### config.mk
export PLATFORM = sky130hd
export DESIGN_NAME = shell_word_splitter_core
export DESIGN_NICKNAME = d
export VERILOG_FILES = /design/src/sv/swsp_pkg.sv /design/src/sv/swsp_decode.sv /design/src/sv/swsp_out_fifo.sv /design/src/sv/shell_word_splitter_core.sv
export SDC_FILE = /design/constraint.sdc
export NUM_CORES = 1
export LEC_CHECK = 0
export ABC_AREA = 1
export CORE_ASPECT_RATIO = 1.4
export CORE_MARGIN = 8
export CORE_UTILIZATION = 50
export DETAILED_ROUTE_END_ITERATION = 8
export DONT_BUFFER_PORTS = 1
export SKIP_CTS_REPAIR_TIMING = 1
export SKIP_LAST_GASP = 1
export SYNTH_ARGS = -nofsm -noshare
export SYNTH_HDL_FRONTEND = slang
export SYNTH_HIERARCHICAL = 1
export SYNTH_SLANG_ARGS = --single-unit
### constraint.sdc
create_clock -name clk_i -period 6.4 [get_ports clk_i]
set_input_delay 1.28 -clock clk_i [delete_from_list [all_inputs] [get_ports clk_i]]
set_output_delay 1.28 -clock clk_i [all_outputs]
set_load 0.01 [all_outputs]
### src/sv/swsp_pkg.sv
// ----------------------------------------------------------------------------
// swsp_pkg
// Types and character constants shared by the shell word splitter modules.
// ----------------------------------------------------------------------------
package swsp_pkg;

  // Parse modes, one-hot
  typedef enum logic [4:0] {
    M_NORMAL = 5'b00001,
    M_BSL    = 5'b00010,
    M_SQ     = 5'b00100,
    M_DQ     = 5'b01000,
    M_DQ_BSL = 5'b10000
  } mode_e;

  // Result kinds
  typedef enum logic [1:0] {
    K_BYTE  = 2'd0,
    K_END   = 2'd1,
    K_DONE  = 2'd2,
    K_ERROR = 2'd3
  } kind_e;

  localparam logic [7:0] ChNul   = 8'h00;
  localparam logic [7:0] ChTab   = 8'h09;
  localparam logic [7:0] ChNl    = 8'h0A;
  localparam logic [7:0] ChSpace = 8'h20;
  localparam logic [7:0] ChDq    = 8'h22;
  localparam logic [7:0] ChSq    = 8'h27;
  localparam logic [7:0] ChBsl   = 8'h5C;

  // One result entry
  typedef struct packed {
    kind_e      kind;
    logic [7:0] char_v;
    logic       last;
  } res_t;

  // Decoder outcome for one input byte
  typedef struct packed {
    mode_e      mode_nxt;
    logic       open_nxt;
    logic [1:0] num;
    res_t       r0;
    res_t       r1;
  } dec_t;

endpackage

### src/sv/swsp_decode.sv
// ----------------------------------------------------------------------------
// swsp_decode
// Mode machine step: next mode, word state and up to two results per byte.
// ----------------------------------------------------------------------------
module swsp_decode (
  input  swsp_pkg::mode_e mode_i,
  input  logic            word_open_i,
  input  logic [7:0]      ch_i,
  output swsp_pkg::dec_t  dec_o
);
  import swsp_pkg::*;

  res_t       r0, r1;
  mode_e      mode_nxt;
  logic       open_nxt;
  logic [1:0] num;

  always_comb begin
    mode_nxt = mode_i;
    open_nxt = word_open_i;
    num      = 2'd0;
    r0       = '{kind: K_BYTE, char_v: 8'h00, last: 1'b0};
    r1       = '{kind: K_BYTE, char_v: 8'h00, last: 1'b0};
    case (mode_i)
      M_BSL: begin
        mode_nxt = M_NORMAL;
        if (ch_i == ChNul) begin
          open_nxt  = 1'b0;
          r0.kind   = K_ERROR;
          num       = 2'd1;
        end else if (ch_i != ChNl) begin
          open_nxt  = 1'b1;
          r0.char_v = ch_i;
          num       = 2'd1;
        end
      end
      M_SQ: begin
        if (ch_i == ChNul) begin
          mode_nxt = M_NORMAL;
          open_nxt = 1'b0;
          r0.kind  = K_ERROR;
          num      = 2'd1;
        end else if (ch_i == ChSq) begin
          // closing quote; empty word if nothing collected
          mode_nxt = M_NORMAL;
          if (!word_open_i) begin
            r0.kind = K_END;
            num     = 2'd1;
          end
        end else begin
          open_nxt  = 1'b1;
          r0.char_v = ch_i;
          num       = 2'd1;
        end
      end
      M_DQ: begin
        if (ch_i == ChNul) begin
          mode_nxt = M_NORMAL;
          open_nxt = 1'b0;
          r0.kind  = K_ERROR;
          num      = 2'd1;
        end else if (ch_i == ChDq) begin
          mode_nxt = M_NORMAL;
          if (!word_open_i) begin
            r0.kind = K_END;
            num     = 2'd1;
          end
        end else if (ch_i == ChBsl) begin
          mode_nxt = M_DQ_BSL;
        end else begin
          open_nxt  = 1'b1;
          r0.char_v = ch_i;
          num       = 2'd1;
        end
      end
      M_DQ_BSL: begin
        if (ch_i == ChNul) begin
          mode_nxt = M_NORMAL;
          open_nxt = 1'b0;
          r0.kind  = K_ERROR;
          num      = 2'd1;
        end else begin
          mode_nxt = M_DQ;
          if (ch_i == ChDq || ch_i == ChBsl) begin
            open_nxt  = 1'b1;
            r0.char_v = ch_i;
            num       = 2'd1;
          end else if (ch_i != ChNl) begin
            // backslash kept ahead of the byte
            open_nxt  = 1'b1;
            r0.char_v = ChBsl;
            r1.char_v = ch_i;
            num       = 2'd2;
          end
        end
      end
      default: begin
        mode_nxt = M_NORMAL;
        if (ch_i == ChNul) begin
          open_nxt = 1'b0;
          if (word_open_i) begin
            r0.kind = K_END;
            r1.kind = K_DONE;
            num     = 2'd2;
          end else begin
            r0.kind = K_DONE;
            num     = 2'd1;
          end
        end else if (ch_i == ChBsl) begin
          mode_nxt = M_BSL;
        end else if (ch_i == ChDq) begin
          mode_nxt = M_DQ;
        end else if (ch_i == ChSq) begin
          mode_nxt = M_SQ;
        end else if (ch_i == ChSpace || ch_i == ChTab) begin
          if (word_open_i) begin
            open_nxt = 1'b0;
            r0.kind  = K_END;
            num      = 2'd1;
          end
        end else begin
          open_nxt  = 1'b1;
          r0.char_v = ch_i;
          num       = 2'd1;
        end
      end
    endcase
    // last flag on the final result of this byte
    r0.last = (num == 2'd1);
    r1.last = (num == 2'd2);
  end

  assign dec_o = '{mode_nxt: mode_nxt, open_nxt: open_nxt, num: num, r0: r0, r1: r1};

endmodule

### src/sv/swsp_out_fifo.sv
// ----------------------------------------------------------------------------
// swsp_out_fifo
// Result queue: takes up to two entries per cycle, hands out one per cycle while ready_i is high.
// ----------------------------------------------------------------------------
module swsp_out_fifo #(
  parameter int unsigned FifoDepth = 4
) (
  input  logic            clk_i,
  input  logic            rst_ni,
  input  logic [1:0]      push_num_i,
  input  swsp_pkg::res_t  push0_i,
  input  swsp_pkg::res_t  push1_i,
  output logic            room2_o,
  output logic            valid_o,
  input  logic            ready_i,
  output swsp_pkg::res_t  head_o
);
  import swsp_pkg::*;

  localparam int unsigned PtrW = (FifoDepth > 1) ? $clog2(FifoDepth) : 1;
  localparam int unsigned CntW = $clog2(FifoDepth + 1);

  function automatic logic [PtrW-1:0] ptr_inc(input logic [PtrW-1:0] p);
    ptr_inc = (p == PtrW'(FifoDepth - 1)) ? '0 : p + PtrW'(1);
  endfunction

  res_t            mem_q [FifoDepth];
  logic [PtrW-1:0] wr_ptr_q, wr_ptr_d, rd_ptr_q, rd_ptr_d;
  logic [CntW-1:0] cnt_q, cnt_d;
  logic            pop;
  logic [PtrW-1:0] wr_idx1;

  assign pop     = valid_o && ready_i;
  assign valid_o = (cnt_q != '0);
  assign head_o  = mem_q[rd_ptr_q];
  assign room2_o = (cnt_q <= CntW'(FifoDepth - 2));
  assign wr_idx1 = ptr_inc(wr_ptr_q);

  // pointer and fill count update
  always_comb begin
    wr_ptr_d = wr_ptr_q;
    case (push_num_i)
      2'd1:    wr_ptr_d = wr_idx1;
      2'd2:    wr_ptr_d = ptr_inc(wr_idx1);
      default: wr_ptr_d = wr_ptr_q;
    endcase
    rd_ptr_d = pop ? ptr_inc(rd_ptr_q) : rd_ptr_q;
    cnt_d    = cnt_q + CntW'(push_num_i) - CntW'(pop);
  end

  always_ff @(posedge clk_i or negedge rst_ni) begin
    if (!rst_ni) begin
      wr_ptr_q <= '0;
      rd_ptr_q <= '0;
      cnt_q    <= '0;
    end else begin
      wr_ptr_q <= wr_ptr_d;
      rd_ptr_q <= rd_ptr_d;
      cnt_q    <= cnt_d;
    end
  end

  // storage, no reset
  always_ff @(posedge clk_i) begin
    if (push_num_i != 2'd0) begin
      mem_q[wr_ptr_q] <= push0_i;
    end
    if (push_num_i == 2'd2) begin
      mem_q[wr_idx1] <= push1_i;
    end
  end

endmodule

### src/sv/shell_word_splitter_core.sv
// ----------------------------------------------------------------------------
// shell_word_splitter_core
// Splits a NUL-terminated byte string into shell words, one byte per cycle while in_ready_o is high.
// ----------------------------------------------------------------------------
// Input channel: one string byte per request (ch_i), in_valid_i/in_ready_o.
//   A zero byte ends the string; the parser then returns to its reset state.
// Output channel: one result per request, out_valid_o/out_ready_i, with
//   out_kind_o (word byte, word end, done, syntax error), out_char_o and
//   last_o marking the final result produced by one input byte.
// Results pass through the registered result queue and come out in order.
// Throughput: one byte per cycle while in_ready_o is high. A byte gives zero,
//   one or two results; the output drains one result per cycle while out_ready_i
//   is high, so two-result bytes (kept backslash in double quotes, word end before done) leave one waiting.
// in_ready_o is high while the result queue has two free entries, so it
//   does not depend on out_ready_i in the same cycle.
// Receiver stall: results wait in the queue (FifoDepth entries); input is
//   held off once fewer than two entries are free.
// Reset: mode returns to unquoted, no word open, queue empty.
// On a syntax error the receiver should discard the words of that string.
// ----------------------------------------------------------------------------
module shell_word_splitter_core #(
  parameter int unsigned FifoDepth = 4
) (
  input  logic       clk_i,
  input  logic       rst_ni,
  input  logic       in_valid_i,
  output logic       in_ready_o,
  input  logic [7:0] ch_i,
  output logic       out_valid_o,
  input  logic       out_ready_i,
  output logic [1:0] out_kind_o,
  output logic [7:0] out_char_o,
  output logic       last_o
);
  import swsp_pkg::*;

  mode_e      mode_q, mode_d;
  logic       open_q, open_d;
  dec_t       dec;
  logic       accept;
  logic [1:0] push_num;
  res_t       head;

  swsp_decode u_decode (
    .mode_i      (mode_q),
    .word_open_i (open_q),
    .ch_i        (ch_i),
    .dec_o       (dec)
  );

  assign accept   = in_valid_i && in_ready_o;
  assign push_num = accept ? dec.num : 2'd0;
  assign mode_d   = accept ? dec.mode_nxt : mode_q;
  assign open_d   = accept ? dec.open_nxt : open_q;

  // parser state
  always_ff @(posedge clk_i or negedge rst_ni) begin
    if (!rst_ni) begin
      mode_q <= M_NORMAL;
      open_q <= 1'b0;
    end else begin
      mode_q <= mode_d;
      open_q <= open_d;
    end
  end

  swsp_out_fifo #(
    .FifoDepth (FifoDepth)
  ) u_out_fifo (
    .clk_i      (clk_i),
    .rst_ni     (rst_ni),
    .push_num_i (push_num),
    .push0_i    (dec.r0),
    .push1_i    (dec.r1),
    .room2_o    (in_ready_o),
    .valid_o    (out_valid_o),
    .ready_i    (out_ready_i),
    .head_o     (head)
  );

  assign out_kind_o = head.kind;
  assign out_char_o = head.char_v;
  assign last_o     = head.last;

endmodule

* Yosys cells after proc, flatten, opt, wreduce, memory -nomap -nowiden *
Memory sizes are Yosys's and may differ from the RTL's.
Cells that the tools add are included.

storage, ports and cells
  bits of input ports = 12
  latch bits = 0
  bits in writable memories = 44
  flip-flop bits (word level) = 13
  memories kept = 1
  output and inout bits = 13
  bits in read-only memories = 0
  word-level logic and storage cells = 132

memory list
  name              depth  bits a word  rd ports  clocked after memory_dff  write ports  RTL line             RTL
  u_out_fifo.mem_q  4      11           1         0                         2            swsp_out_fifo.sv:27  res_t mem_q [FifoDepth];

cells by class
  multiply operators = 0
  $add $sub $neg = 5
  bitwise gates (word level) = 0
  muxes and demuxes = 84
  reductions and logical operators = 11
  divide/modulo/power cells = 0
  shift-type cells = 0
  eq/ne operators = 25
  order comparisons = 1

operators with widths
  cell                                                                      count
  8-bit two-way mux                                                         14
  2-bit two-way mux                                                         26
  5-bit two-way mux                                                         8
  10-bit case mux with 4 select lines                                       1
  10-bit two-way mux                                                        3
  1-bit two-way mux                                                         25
  8-bit by 6-bit == test with 1-bit output (second input constant)          3
  5-bit case mux with 4 select lines                                        1
  5-bit by 4-bit inequality test with 1-bit output (second input constant)  3
  2-bit == test (second input constant)                                     5
  3-bit by 2-bit inequality test with 1-bit output (second input constant)  3
  8-bit by 4-bit == test with 1-bit output (second input constant)          1
  8-bit by 7-bit == test with 1-bit output (second input constant)          1
  8-bit zero test                                                           1
  8-bit by 4-bit inequality test with 1-bit output (second input constant)  1
  2-bit case mux with 4 select lines                                        1
  7-bit two-way mux                                                         1
  7-bit AND reduction                                                       1
  2-bit by 1-bit adder with 2-bit output (second input constant)            3
  5-bit by 2-bit == test with 1-bit output (second input constant)          1
  5-bit by 3-bit == test with 1-bit output (second input constant)          1
  5-bit by 4-bit == test with 1-bit output (second input constant)          1
  5-bit == test (second input constant)                                     1
  2-bit by 1-bit == test with 1-bit output (second input constant)          2
  15 further kinds                                                          18

* Depth between registers and ports, before layout *
  depth after elaboration = 12
  gate-level depth with buffers = 18
  gate-level depth less buffers = 18

* Cells and area by module *
The synthesis kept the hierarchy.

by module, submodules not included
  module                    cells each  times used  area an instance (um2)  seq. area each (um2)
  swsp_out_fifo             280         1           2732.6                  1496.4
  swsp_decode               187         1           958.4                   0.0
  shell_word_splitter_core  29          1           252.7                   151.4

* Least setup slack after synthesis *
OpenSTA, ideal clock, no wires.

  path kind = input to register
  start point = in ch_i[4]
  end point = mem u_out_fifo/mem_q[3][0] in the netlist's numbering, enable pin
  buffers on the path = 0
  data required time = 6006 ps
  arrival = 3373 ps
  cell stages on the path = 14
  slack = 2633 ps
  cell sequence = inv_1 nand2_1 nor2_2 nand2_4 inv_8 nor2_1 nand3_1 nand2_1 nand3_1 inv_1 nor2_1 inv_1 ha_1 o21ai_0

RTL lines
  what                RTL line                        RTL
  start: declaration  shell_word_splitter_core.sv:28  input logic [7:0] ch_i,
  end: declaration    swsp_out_fifo.sv:27

==> metrics.txt <==
status complete, no violations; Hold Vio Cnt, Final 0; share of cells above drive strength 1 around 13%; Synth area leaders edfxtp_1 34%, nand2_1 9.9%, dfrtp_1 7.6%; Worst Hold Class reg -> reg; crit path kind in -> reg; Final min period 3.66 ns; Reg power frac 37.8%; I/O pin cnt 25; Critical Path Sink Type flop; Critical Path RT between 6 and 7 ns; Via density 5.61; die height 121 um; register area share after synthesis about two fifths; RSZ-0062 raised after global routing no; CTS Sinks 57; FF-to-FF Start mode_q[0]; drt drc 0; Layout area overhead 6.12%; YS warnings 6; Final Power 1.37 mW; non-filler cells, final 600; die area approximately 11000 sq um; Mapped Avg Cell Area 7.95 sq um; largest net degree at the start of global routing 27; Pwr per Cell Area 328 nW/um^2; hpwl dp 9050 um; Synth top area share about 34%; # diodes 0; GRT busiest layer met2; Cell variety after synth a little over 40; Slowest-stage cell, CP ha_1; initial drt markers 221; #FFs+latches synth 57; R2R setup slack 3.05 ns; Worst Setup EP u_out_fifo/mem_q[3][1]; met2 global-route usage 40.2%; Root Buffer clkbuf_8; Detailed Routing Iterations Pass 1 5; Peak VDD IR 0.254 mV; CTS H-tree depth 3; Startpoint Class input port; Final Routed Wirelength 11200 um; P_leak 1.79 nW; vias post-DR 3366; GRT met1 Usage a little over a fifth; cell internal pwr 856 uW; total core area 7700 sq um; synthesized area 3940 sq um; CTS tree done; max-cap viol count 0; Fin Setup TNS 0 ns; first-pass GRT wire length 17900 um; cells after synthesis 496; net switching power approximately 520 uW; Sw Share 37.6%; clock skew 0.00818 ns; die extent in x 91.1 um; Critical Path Source ch_i[7]; Comb power frac a little over a third; Num CTS Buffers 9; FF-to-FF path depth 14; Max Fclk approximately 270 MHz; Synth area leader edfxtp_1; vias in the first global route 3319; Synthesized Nets 522; CP Data Arrival Time 3.69 ns; gr usage total 21.2%; Bufs on Longest Clock Path 2; Inst Count DP ~580; reg2reg end u_out_fifo/mem_q[3][1]; setup violators final 0; total gr overflow 0; Final nets 521; Worst slew margin just over 40%; worst-path cell chain inv_1, nand2_1, nor2_4, nand2_2, o21ai_0, nand3_1, nand2_1, nand3_1, inv_1, nor2_1, inv_1, ha_1, nand2_2, o21ai_0, buf_4; number of core rows 38; CP Max Fanout 23; max incr delay on CP 0.34 ns; final max-slew violation count 0; antenna violations before repair 0; RD Place Congestion 0.930; WL/cell around 19 um; Most common cell on crit path inv_1; Tcrit/Tclk final between 50% and 60%; Starting Density 51.2%; met3 GRT Util 3.34%; antenna-violating nets left 0; CTS clk-pin slew, worst paths 0.06 ns; count of buffers from port buffering 0; most common library cell in the layout ignoring fill and taps nand2_1; worst slew pin tran 0.882 ns; Worst-Skew Late Latency 0.33 ns; clock share of power a little over a quarter; most frequent cells in the layout 104 x nand2_1, 57 x nor2_1, 49 x inv_1, 44 x edfxtp_1, 41 x o21ai_0
==> critical path: cells and delay by family <==
kind | cells | cell delay, ns
buf+inv | 4 | 0.47
simple gates | 8 | 1.17
compound gates | 2 | 0.42
fa+ha+maj | 1 | 0.34
==> metal layers <==
metal | vias to the layer above | wire length (um) | part of all wire (%)
li1 | 1668 | - | -
met1 | 1573 | 4090 | 36
met2 | 98 | 6190 | 55
met3 | 27 | 444 | 4.0
met4 | 0 | 494 | 4.4
met5 | - | 0 | 0
==> final cells by class <==
| type | instances | area [sq um] |
|---|---|---|
| Timing Repair Buffer | 5 | 37.5 |
| Multi-Input combinational cell | 363 | 1920 |
| Clock buffer | 13 | 159 |
| Fill cell | 788 | 3520 |
| Sequential cell | 57 | 1650 |
| Clock inverter | 3 | 63.8 |
| Tap cell | 100 | 125 |
| Inverter | 59 | 229 |
==> state kept, by name, summed over array words and instances, names as in the netlist <==
| signal | cells |
|---|---|
| u_out_fifo/cnt_q | 3 |
| u_out_fifo/wr_ptr_q | 2 |
| mode_q | 5 |
| open_q | 1 |
| u_out_fifo/rd_ptr_q | 2 |
| u_out_fifo/mem_q | 44 |
==> logic make-up (layout without fill, tap and decap cells) <==
group,count (synthesis),after routing,synth area share [%]
other,1,1,0.0951
AND/OR/NAND/NOR,238,238,28.4
adder cells (fa/ha/maj),14,14,4.63
flip-flops,57,57,41.8
XOR/XNOR,3,3,0.666
buffers and inverters,76,80,9.45
AO/OA/AOI/OAI,107,107,14.9
==> worst min path at each step <==
| stage | from | depth (start not counted) | endpoint | slack, ns |
|---|---|---|---|---|
| 2_1_floorplan | mode_q[0] | 2 | mode_q[0] | 0.46 |
| 3_3_place_gp | mode_q[0] | 2 | mode_q[0] | 0.47 |
| 3_5_place_dp | u_out_fifo/cnt_q[2] | 1 | u_out_fifo/cnt_q[2] | 0.49 |
| 4_1_cts | mode_q[0] | 2 | mode_q[0] | 0.50 |
| 5_1_grt | mode_q[0] | 2 | mode_q[0] | 0.51 |
| 6_report | mode_q[0] | 2 | mode_q[0] | 0.49 |
==> synth_stat cells (all sizes together) <==
cell type / number
nor3: 3
xnor2: 2
o22ai: 11
nor2: 68
inv: 57
a21oi: 5
xor2: 1
dfstp: 1
a211oi: 1
dfrtp: 12
edfxtp: 44
a31oi: 1
clkbuf: 2
nand3: 38
clkinv: 2
fa: 1
a41oi: 1
nand4: 11
buf: 15
o21ai: 87
or2: 1
ha: 13
conb: 1
o211ai: 1
nand2: 117
==> metrics by stage <==
step                      utilization [%]  hold WS, ns  instance area [sq um]  setup slack (ns)
after floorplan                         -        0.456                   3940              2.63
after global placement               51.4        0.472                   3960              2.56
after detailed placement             51.4        0.486                   3960              2.44
after CTS                            54.3        0.496                   4190              2.79
after global routing                 54.3        0.507                   4190              2.52
final                                54.3        0.490                   4190              2.74
==> power by group through the flow <==
stage               clock network, mW  registers [mW]  logic (mW)
CTS                             0.379           0.519       0.491
finish                          0.372           0.520       0.482
detailed placement                  0           0.526       0.489
floorplan                           0           0.512       0.358
global placement                    0           0.525       0.478
global route                    0.394           0.526       0.546
Power figures use the tool's default switching activity.
